### config.mk
export PLATFORM = sky130hd
export DESIGN_NAME = gdc_cell
export DESIGN_NICKNAME = d
export VERILOG_FILES = /design/src/design/gdc_pkg.sv /design/src/design/gdc_cell.sv
export SDC_FILE = /design/constraint.sdc
export NUM_CORES = 1
export LEC_CHECK = 0
export BUFFER_PORTS_ARGS = -buffer_cell sky130_fd_sc_hd__buf_2
export CAP_MARGIN = 40
export CORE_AREA = 3 3 253 255
export CTS_CLUSTER_SIZE = 24
export DETAILED_ROUTE_END_ITERATION = 10
export DIE_AREA = 0 0 256 258
export PLACE_DENSITY_LB_ADDON = 0.15
export SETUP_SLACK_MARGIN = 0.02
export SKIP_CTS_REPAIR_TIMING = 1
export SLEW_MARGIN = 20
export SYNTH_ARGS = -nofsm -noshare
export SYNTH_HDL_FRONTEND = slang
export SYNTH_SLANG_ARGS = --single-unit
### constraint.sdc
create_clock -name i_clk -period 5.2 [get_ports i_clk]
set_input_delay 0.26 -clock i_clk [delete_from_list [all_inputs] [get_ports i_clk]]
set_output_delay 0.26 -clock i_clk [all_outputs]
set_load 0.05 [all_outputs]
### src/design/gdc_pkg.sv
// Shared types and constants for the identifier duplicate cache.
package gdc_pkg;

    localparam int DEFAULT_CAPACITY = 50;
    localparam int GUID_W           = 128;
    localparam int COUNT_OUT_W      = 6;

    typedef logic [GUID_W-1:0] t_guid;

    typedef enum logic [1:0] {
        OP_ADD    = 2'd0,
        OP_LOOKUP = 2'd1,
        OP_REMOVE = 2'd2,
        OP_MARK   = 2'd3
    } t_opcode;

    typedef enum logic {
        ST_IDLE,
        ST_APPLY
    } t_state;

    // Control broadcast to every cell of the chain
    typedef struct packed {
        logic load;      // capture compare results for a new request
        logic shift_new; // move every entry one place toward the old end
        logic close;     // close the gap left by the selected hit
        logic use_mark;  // select the marked-identifier hit for the close
    } t_cell_ctl;

endpackage

### src/design/gdc_cell.sv
// One cache slot: holds an identifier, compares it and shifts with its neighbors.
module gdc_cell
    import gdc_pkg::*;
(
    input  logic      i_clk,
    input  t_cell_ctl i_ctl,
    input  logic      i_valid,
    input  t_guid     i_guid,
    input  t_guid     i_search,
    input  t_guid     i_prev,
    input  t_guid     i_next,
    input  logic      i_seen,
    output logic      o_seen,
    output logic      o_hit,
    output t_guid     o_entry
);

    t_guid r_entry;
    logic  r_hit_new;
    logic  r_hit_mark;

    // Capture both compare results when a request is taken
    always_ff @(posedge i_clk) begin
        if (i_ctl.load) begin
            r_hit_new  <= i_valid && (r_entry == i_guid);
            r_hit_mark <= i_valid && (r_entry == i_search);
        end
    end

    // Pass along whether the selected hit lies at or before this slot
    assign o_seen  = i_seen | (i_ctl.use_mark ? r_hit_mark : r_hit_new);
    assign o_hit   = r_hit_new;
    assign o_entry = r_entry;

    // Shift toward the old end on insert, toward the new end behind a removal
    always_ff @(posedge i_clk) begin
        if (i_ctl.shift_new) begin
            r_entry <= i_prev;
        end else if (i_ctl.close && o_seen) begin
            r_entry <= i_next;
        end
    end

endmodule
After elaboration in Yosys (flattened, before gate mapping)
Cells that the tools add are included.
{"block": "classes", "multipliers": 0, "muxes": 3, "n_lt_le_gt_ge": 0, "n_addsub": 0, "shifts": 0, "n_reduce_logical": 4, "bitwise": 1, "n_div": 0, "eq_ne": 2}
{"cell": "$eq 128x128->1", "count": 2}
{"cell": "$mux 128", "count": 2}
{"cell": "$logic_and 1x1->1", "count": 3}
{"cell": "$reduce_bool 2->1", "count": 1}
{"cell": "$mux 1", "count": 1}
{"cell": "$or 1x1->1", "count": 1}
{"block": "word_totals", "romBits": 0, "mem_count": 0, "regBits": 130, "latchBits": 0, "elab_cells": 13, "ramBits": 0}

Longest topological paths before layout
Gate-level depths: netlist of run 1.
{"block": "depth", "ltp_word": 5, "depth_mapped": 5, "ltp_nobuf": 5}

Worst setup path after synthesis of run 1
OpenSTA, ideal clock, no wires.
{"block": "synth_timing", "kind": "register -> register", "from": "register r_hit_new, in the netlist o_hit", "to": "register r_entry[0], in the netlist o_entry[0], enable pin", "t_required_ns": 4.714, "stages_incl_launch_ff": 4, "n_path_buf": 0, "setup_slack_ns": 0.815, "arrival_ns": 3.900, "cell_sequence": "edfxtp_1 > nor2b_1 > a211o_1 > a21o_1"}
{"block": "synth_between", "elab_chain_len": 4}
{"element": "start: declaration", "line_no": "gdc_cell.sv:19", "source": "logic r_hit_new;"}
{"element": "start signal: assignment", "line_no": "gdc_cell.sv:25", "source": "r_hit_new <= i_valid && (r_entry == i_guid);"}
{"element": "$mux 1", "line_no": "gdc_cell.sv:31", "source": "assign o_seen = i_seen | (i_ctl.use_mark ? r_hit_mark : r_hit_new);"}
{"element": "$or 1x1->1", "line_no": "gdc_cell.sv:31"}
{"element": "via o_seen", "line_no": "gdc_cell.sv:13", "source": "output logic o_seen,"}
{"element": "$logic_and 1x1->1", "line_no": "gdc_cell.sv:39", "source": "end else if (i_ctl.close && o_seen) begin"}
{"element": "$reduce_bool 2->1 (no line)"}
{"element": "end signal: assignment", "line_no": "gdc_cell.sv:38", "source": "r_entry <= i_prev;"}
{"element": "end signal: assignment", "line_no": "gdc_cell.sv:40", "source": "r_entry <= i_next;"}
{"element": "end: declaration", "line_no": "gdc_cell.sv:18", "source": "t_guid r_entry;"}
The timed path passes the listed nets, and every way through them passes these cells.
A chain may end at the register's enable or synchronous reset.

Worst setup path after layout of run 1
{"block": "layout_timing", "from": "register r_entry[14], in the netlist o_entry[14]", "to": "register r_hit_new, in the netlist o_hit, data pin"}
{"block": "layout_between", "elab_chain_len": 2}
{"element": "$eq 128x128->1", "line_no": "gdc_cell.sv:25"}
{"element": "$logic_and 1x1->1", "line_no": "gdc_cell.sv:25"}
Every way passes these cells.

==> key figures, run 1 <==
Route
  – DRC: 0
  – Antenna Nets Post-Route: 0
  – DRT Pass-1 Iters: 5
  – Wl on met1: about 25000 um
  – Max Used Layer: met5
  – Met3 WL: between 4000 and 5000 um
  – Detailed-route wire length per cell: roughly 27 um
  – Total wire length: 60900 um
  – Vias per inst: 3.83
  – Routed via count: 8545
  – Wire length on met2: 31100 um
  – Initial DRC count: 328

Critical path
  – Register-to-Register Path Depth: 6
  – Worst EP required: between 5000 and 6000 ps
  – Crit path max fanout: 3
  – Startpoint Class: flop
  – RR Endpoint: o_hit
  – Worst r2r src: o_entry[14]
  – Arr. time, crit path: roughly 2900 ps
  – R2R setup slack: 2580 ps
  – Nature of the critical path endpoint: flop
  – Class of the most critical setup path: reg2reg

Placed design
  – DP HPWL: 53900 um
  – Placed cell count: between 2000 and 2500
  – Gpl congestion: 0.874
  – IO Port Bufs: between 600 and 700

Die
  – Num rows: 91
  – Core Region: 61800 sq um
  – DIE WIDTH: 256 um
  – Initial Util: roughly 14%
  – Die height: 258 um
  – I/O Pins: 649
  – Area of the die: 66000 sq um

Min path
  – Hold Path Depth: 2
  – Hold endpoint: o_entry[33]
  – Hold_sp: i_prev[33]
  – Worst Hold Class: in2reg

Clock network
  – TritonCTS Buffers: 17
  – Clk sinks: 130
  – Clock Latency Late Sink: 480 ps
  – TritonCTS clock tree: built
  – Clock root cell: clkbuf_16
  – Reg clk slew, reported paths: 70 ps
  – CTS Buffer Depth: 2
  – H-Tree Depth: 4

Global route
  – Largest net degree at the start of global routing: 129
  – Grt ovf: 0
  – Antenna violations before repair: 25
  – First-pass GRT wire length: 79200 um
  – GRT Total Usage: 18.0%
  – Vias in the first global route: 9298

STA
  – Period Utilization, post-route: 50.4%
  – Hold WS: approximately 81 ps
  – F_max: 382 MHz
  – Setup Total Neg Slack: 0 ps
  – Final hold vios: 0
  – Post-Route Skew: 14.4 ps
  – Crit path time final: 2620 ps
  – Worst slew pin tran: roughly 970 ps
  – Slew Limit Fails: 0
  – Final setup vio count: 0
  – Slew margin rel.: 34.7%
  – Unrepaired setup endpoints after global routing: no

Power and ir drop
  – LEAKAGE: 5.76 nW
  – Clk network pwr share: 31.5%
  – Int Pwr: 2.40 mW
  – P per Cell Area: 283 nW/um^2
  – Gate power share: between 30% and 40%
  – Sw frac: between 30% and 40%
  – Sequential Power Share: 37.3%
  – Worst VDD drop: 249 uV
  – Total Power: 3.81 mW
  – Switching Power: 1.41 mW

Logic synthesis
  – Synth Area in Compound Gates: 6.24%
  – Syn_area_per_cell: 12.0 sq um
  – Post-Synth Adder-Cell Area: 0%
  – Synth Warn #: 0
  – Largest cells by area after synthesis: edfxtp_1, mux2_2, xnor2_1, xor2_1, nand2b_1
  – Main combinational cell family by area after synthesis: XOR/XNOR gates
  – Synth Net Count: 1234
  – Post-synthesis xor/xnor area fraction: 17.0%
  – Area share of the largest cell type after synthesis: 45.4%
  – Count of cell types in the netlist: 35
  – Post-Synth Simple-Gate Area: 11.8%
  – Yosys reg bits: 130
  – Synthesized area: 8610 sq um
  – Post-synthesis sequential area ratio: 45.4%
  – Cell taking the most area after synthesis: edfxtp_1
  – Cells after synthesis: 715
  – Multiplexer share of the synthesized area: 16.7%

Cells and area
  – Layout Utilization: 21.8%
  – Sequential cell area: 3900 sq um
  – Post-Layout Cell Count: 2233
  – Most frequent cells in the layout: buf_2, edfxtp_1, mux2_2
  – # fillers: 6885
  – Most common cell after layout, fill and taps aside: buf_2
  – Area growth, synth to finish: 56.7%
  – Layout cells sized above 1: between 50% and 60%
  – Multi-input gate area: 4460 sq um
  – Nets: 1896

Flow run
  – Max_cap viols: 0

Status
  – Outcome: finished, final reports clean
==> layer usage <==
layer / up-vias / GRT usage, %
met1: 4076 / 21.0
met4: 32 / 3.72
met5: - / 0
met3: 60 / 6.16
li1: 4006 / -
met2: 371 / 32.1
==> sequential cells by signal, indices dropped and copies added (netlist names) <==
register,cells
o_entry,128
o_hit,1
r_hit_mark,1
==> cells by family after synthesis <==
family / after synthesis
XOR/XNOR: 167
multiplexers: 128
buffers and inverters: 65
AND/OR/NAND/NOR: 161
flip-flops: 130
AO/OA/AOI/OAI: 64
==> per-stage QoR <==
| stage | setup WS, ps | area (sq um) |
|---|---|---|
| after global routing | 2460 | 13500 |
| after global placement | 2350 | 12900 |
| final | 2580 | 13500 |
| after floorplan | 815 | 8610 |
| after detailed placement | 2400 | 12900 |
| after CTS | 2370 | 13500 |
==> how the worst max path moves through the flow <==
stage / depth (start not counted) / end / slack (ps) / start
finish: 6 / o_hit / 2580 / o_entry[14]
global route: 5 / r_hit_mark / 2460 / o_entry[13]
CTS: 5 / r_hit_mark / 2370 / o_entry[13]
detailed placement: 5 / r_hit_mark / 2400 / o_entry[13]
global placement: 5 / r_hit_mark / 2350 / o_entry[13]
floorplan: 3 / o_entry[0] / 810 / o_hit
==> area by class of cell <==
type / instances / area share, %
Clock inverter: 9 / 0.668
Antenna cell: 7 / 0.130
Multi-Input combinational cell: 520 / 33.1
Sequential cell: 130 / 28.9
Clock buffer: 22 / 3.29
Timing Repair Buffer: 657 / 24.7
Tap cell: 837 / 7.76
Inverter: 51 / 1.42
==> cell usage after synthesis, drive strengths merged <==
cell type,n
o221ai,3
a221oi,1
o22ai,14
a2111oi,2
buf,6
clkbuf,8
a221o,2
and3,1
edfxtp,130
xor2,48
nor4,29
xnor2,119
o2111ai,19
nor4b,1
o2bb2ai,1
o21ai,1
nand4,34
a2111o,8
nor2,2
a22o,2
a22oi,7
a21o,1
mux2,128
or4,1
inv,51
a222oi,2
and4,1
a211o,1
nor2b,31
nand3,3
nand2b,52
nand2,3
nor3,3
==> critical path: stages, from the launching register on <==
cell      delay (ps)
edfxtp_1         440
xnor2_1          410
nand4_1          240
nor4_1           720
buf_4            250
nand4_1          120
nor4_2           290
==> power by group through the flow <==
stage          Clock [mW]  Combinational (mW)  Sequential (mW)
2_1_floorplan           0               0.351             1.70
3_3_place_gp            0                1.22             1.45
3_5_place_dp            0                1.21             1.45
4_1_cts              1.25                1.22             1.43
5_1_grt              1.29                1.26             1.44
6_report             1.20                1.19             1.42
Power figures use the tool's default switching activity.
==> inputs of run 2 (changes only) <==
clock period = 2.4 ns   (was 5.2 ns; I/O delays follow)
==> run 2 against run 1 <==
Compared with the run above: wire length up 6.3%; die area unchanged; first-iteration DRC count up 6.1%; sequential cell count unchanged; largest cell class is now buffers; largest power group is now combinational cells; highest routed layer unchanged.
==> key figures, run 2 (synthesis results as in run 1) <==
Min path
  – Hold Path Depth: 2
  – Hold endpoint: o_entry[113]
  – Worst Hold Class: in2reg
  – Hold_sp: i_prev[113]

Cells and area
  – Area growth, synth to finish: 90.7%
  – Nets: 2180
  – Sequential cell area: 3900 sq um
  – Layout cells sized above 1: between 50% and 60%
  – Most common cell after layout, fill and taps aside: buf_2
  – Max reg flops: 128
  – Final Cell Area: 16400 sq um
  – # fillers: 6680
  – Most frequent cells in the layout: buf_2, dlygate4sd3_1, edfxtp_1
  – Multi-input gate area: about 4600 sq um

STA
  – Slew Limit Fails: 0
  – Final setup vio count: 0
  – Worst slew pin tran: between 800 and 900 ps
  – Final hold vios: 0
  – Unrepaired setup endpoints after global routing: no
  – Period Utilization, post-route: 94.8%
  – Post-Route Skew: between 10 and 15 ps
  – Slew margin rel.: 40.0%
  – F_max: 439 MHz
  – Crit path time final: 2280 ps
  – Setup Total Neg Slack: 0 ps

Placed design
  – Gpl congestion: 0.863
  – IO Port Bufs: 648
  – Cell area after placement: approximately 13000 sq um
  – DP HPWL: 56500 um

Power and ir drop
  – LEAKAGE: 7.03 nW
  – P per Cell Area: roughly 540 nW/um^2
  – Worst VDD drop: 550 uV
  – Total Power: 8.89 mW

Route
  – DRC: 0
  – Vias per inst: ~3.9
  – Routed via count: around 9700
  – Initial DRC count: 348
  – Total wire length: about 65000 um
  – DRT Pass-1 Iters: 5
  – Antenna Nets Post-Route: 0
  – Detailed-route wire length per cell: 25.6 um

Clock network
  – Clock Latency Late Sink: 490 ps
  – Clock root cell: clkbuf_16
  – Reg clk slew, reported paths: around 70 ps
  – TritonCTS clock tree: built
  – Clk sinks: between 100 and 150
  – TritonCTS Buffers: 17
  – CTS Buffer Depth: 2
  – H-Tree Depth: 4

Flow run
  – Max_cap viols: 0

Global route
  – First-pass GRT wire length: 82400 um
  – Largest net degree at the start of global routing: 48
  – GRT Total Usage: 18.7%
  – Antenna violations before repair: 29
  – Vias in the first global route: 9655
  – Grt ovf: 0

Die
  – Initial Util: 13.9%
  – Core Region: 61800 sq um
  – Die height: roughly 260 um
  – Num rows: slightly above 90
  – Area of the die: approximately 66000 sq um
  – I/O Pins: roughly 650
  – DIE WIDTH: 256 um

Critical path
  – Arr. time, crit path: 2590 ps
  – Crit path max fanout: 3
  – Startpoint Class: flop
  – Worst r2r src: o_entry[85]
  – Nature of the critical path endpoint: flop
  – Register-to-Register Path Depth: 5
  – RR Endpoint: r_hit_mark
  – R2R setup slack: between 100 and 150 ps
  – Worst EP required: 2710 ps
  – Class of the most critical setup path: reg2reg

Status
  – Outcome: finished, final reports clean
run 2: cell types whose count changed in the layout (fill, tap and decap cells not counted), sizes merged, moves of 4 or more:
cell / change
buf: +40
clkbuf: -5
clkinvlp: +4
diode: +7
dlygate4sd3: +245
run 2: cell type report:
class                           count  area share [%]
Tap cell                          837            6.38
Antenna cell                       14           0.213
Clock buffer                       17            2.59
Multi-Input combinational cell    520            27.8
Clock inverter                     15           0.869
Timing Repair Buffer              941            37.2
Inverter                           51            1.17
Sequential cell                   130            23.8
run 2: worst max path at each step:
stage,slack [ps],startpoint,cells after the start,to
floorplan,40,o_hit,3,o_entry[0]
global placement,-400,o_entry[120],6,r_hit_mark
detailed placement,-180,o_entry[86],6,o_hit
CTS,-200,o_entry[86],6,o_hit
global route,20,o_entry[85],5,r_hit_mark
finish,120,o_entry[85],5,r_hit_mark
run 2: metrics by stage:
step                utilization [%]  hold WS [ps]  setup WS (ps)  cells
CTS                            22.3          -128           -195   2263
detailed placement             21.4           418           -181   2231
global placement               21.4           426           -398   2229
finish                         26.5          37.3            124   2525
global route                   26.5          13.7           24.6   2516
floorplan                         -           232           37.7    715
run 2: metal layers:
metal | GRT usage, % | wire length [um] | vias to the layer above | part of all wire [%]
li1 | - | - | 4593 | -
met1 | 21.4 | 26000 | 4649 | 40
met2 | 33.5 | 33400 | 404 | 52
met3 | 6.23 | 4250 | 61 | 6.6
met4 | 4.88 | 949 | 22 | 1.5
met5 | 0 | 141 | - | 0.22
run 2: critical path: stages, from the launching register on:
cell      delay, ps
edfxtp_1        510
xor2_1          210
nor4_1          780
buf_4           240
nand4_1         110
nor4_2          250
run 2: report_power, final:
group | switching [mW] | internal, mW
combinational | 1.79 | 1.34
clock | 1.21 | 1.51
sequential | 0.271 | 2.76
total | 3.28 | 5.61
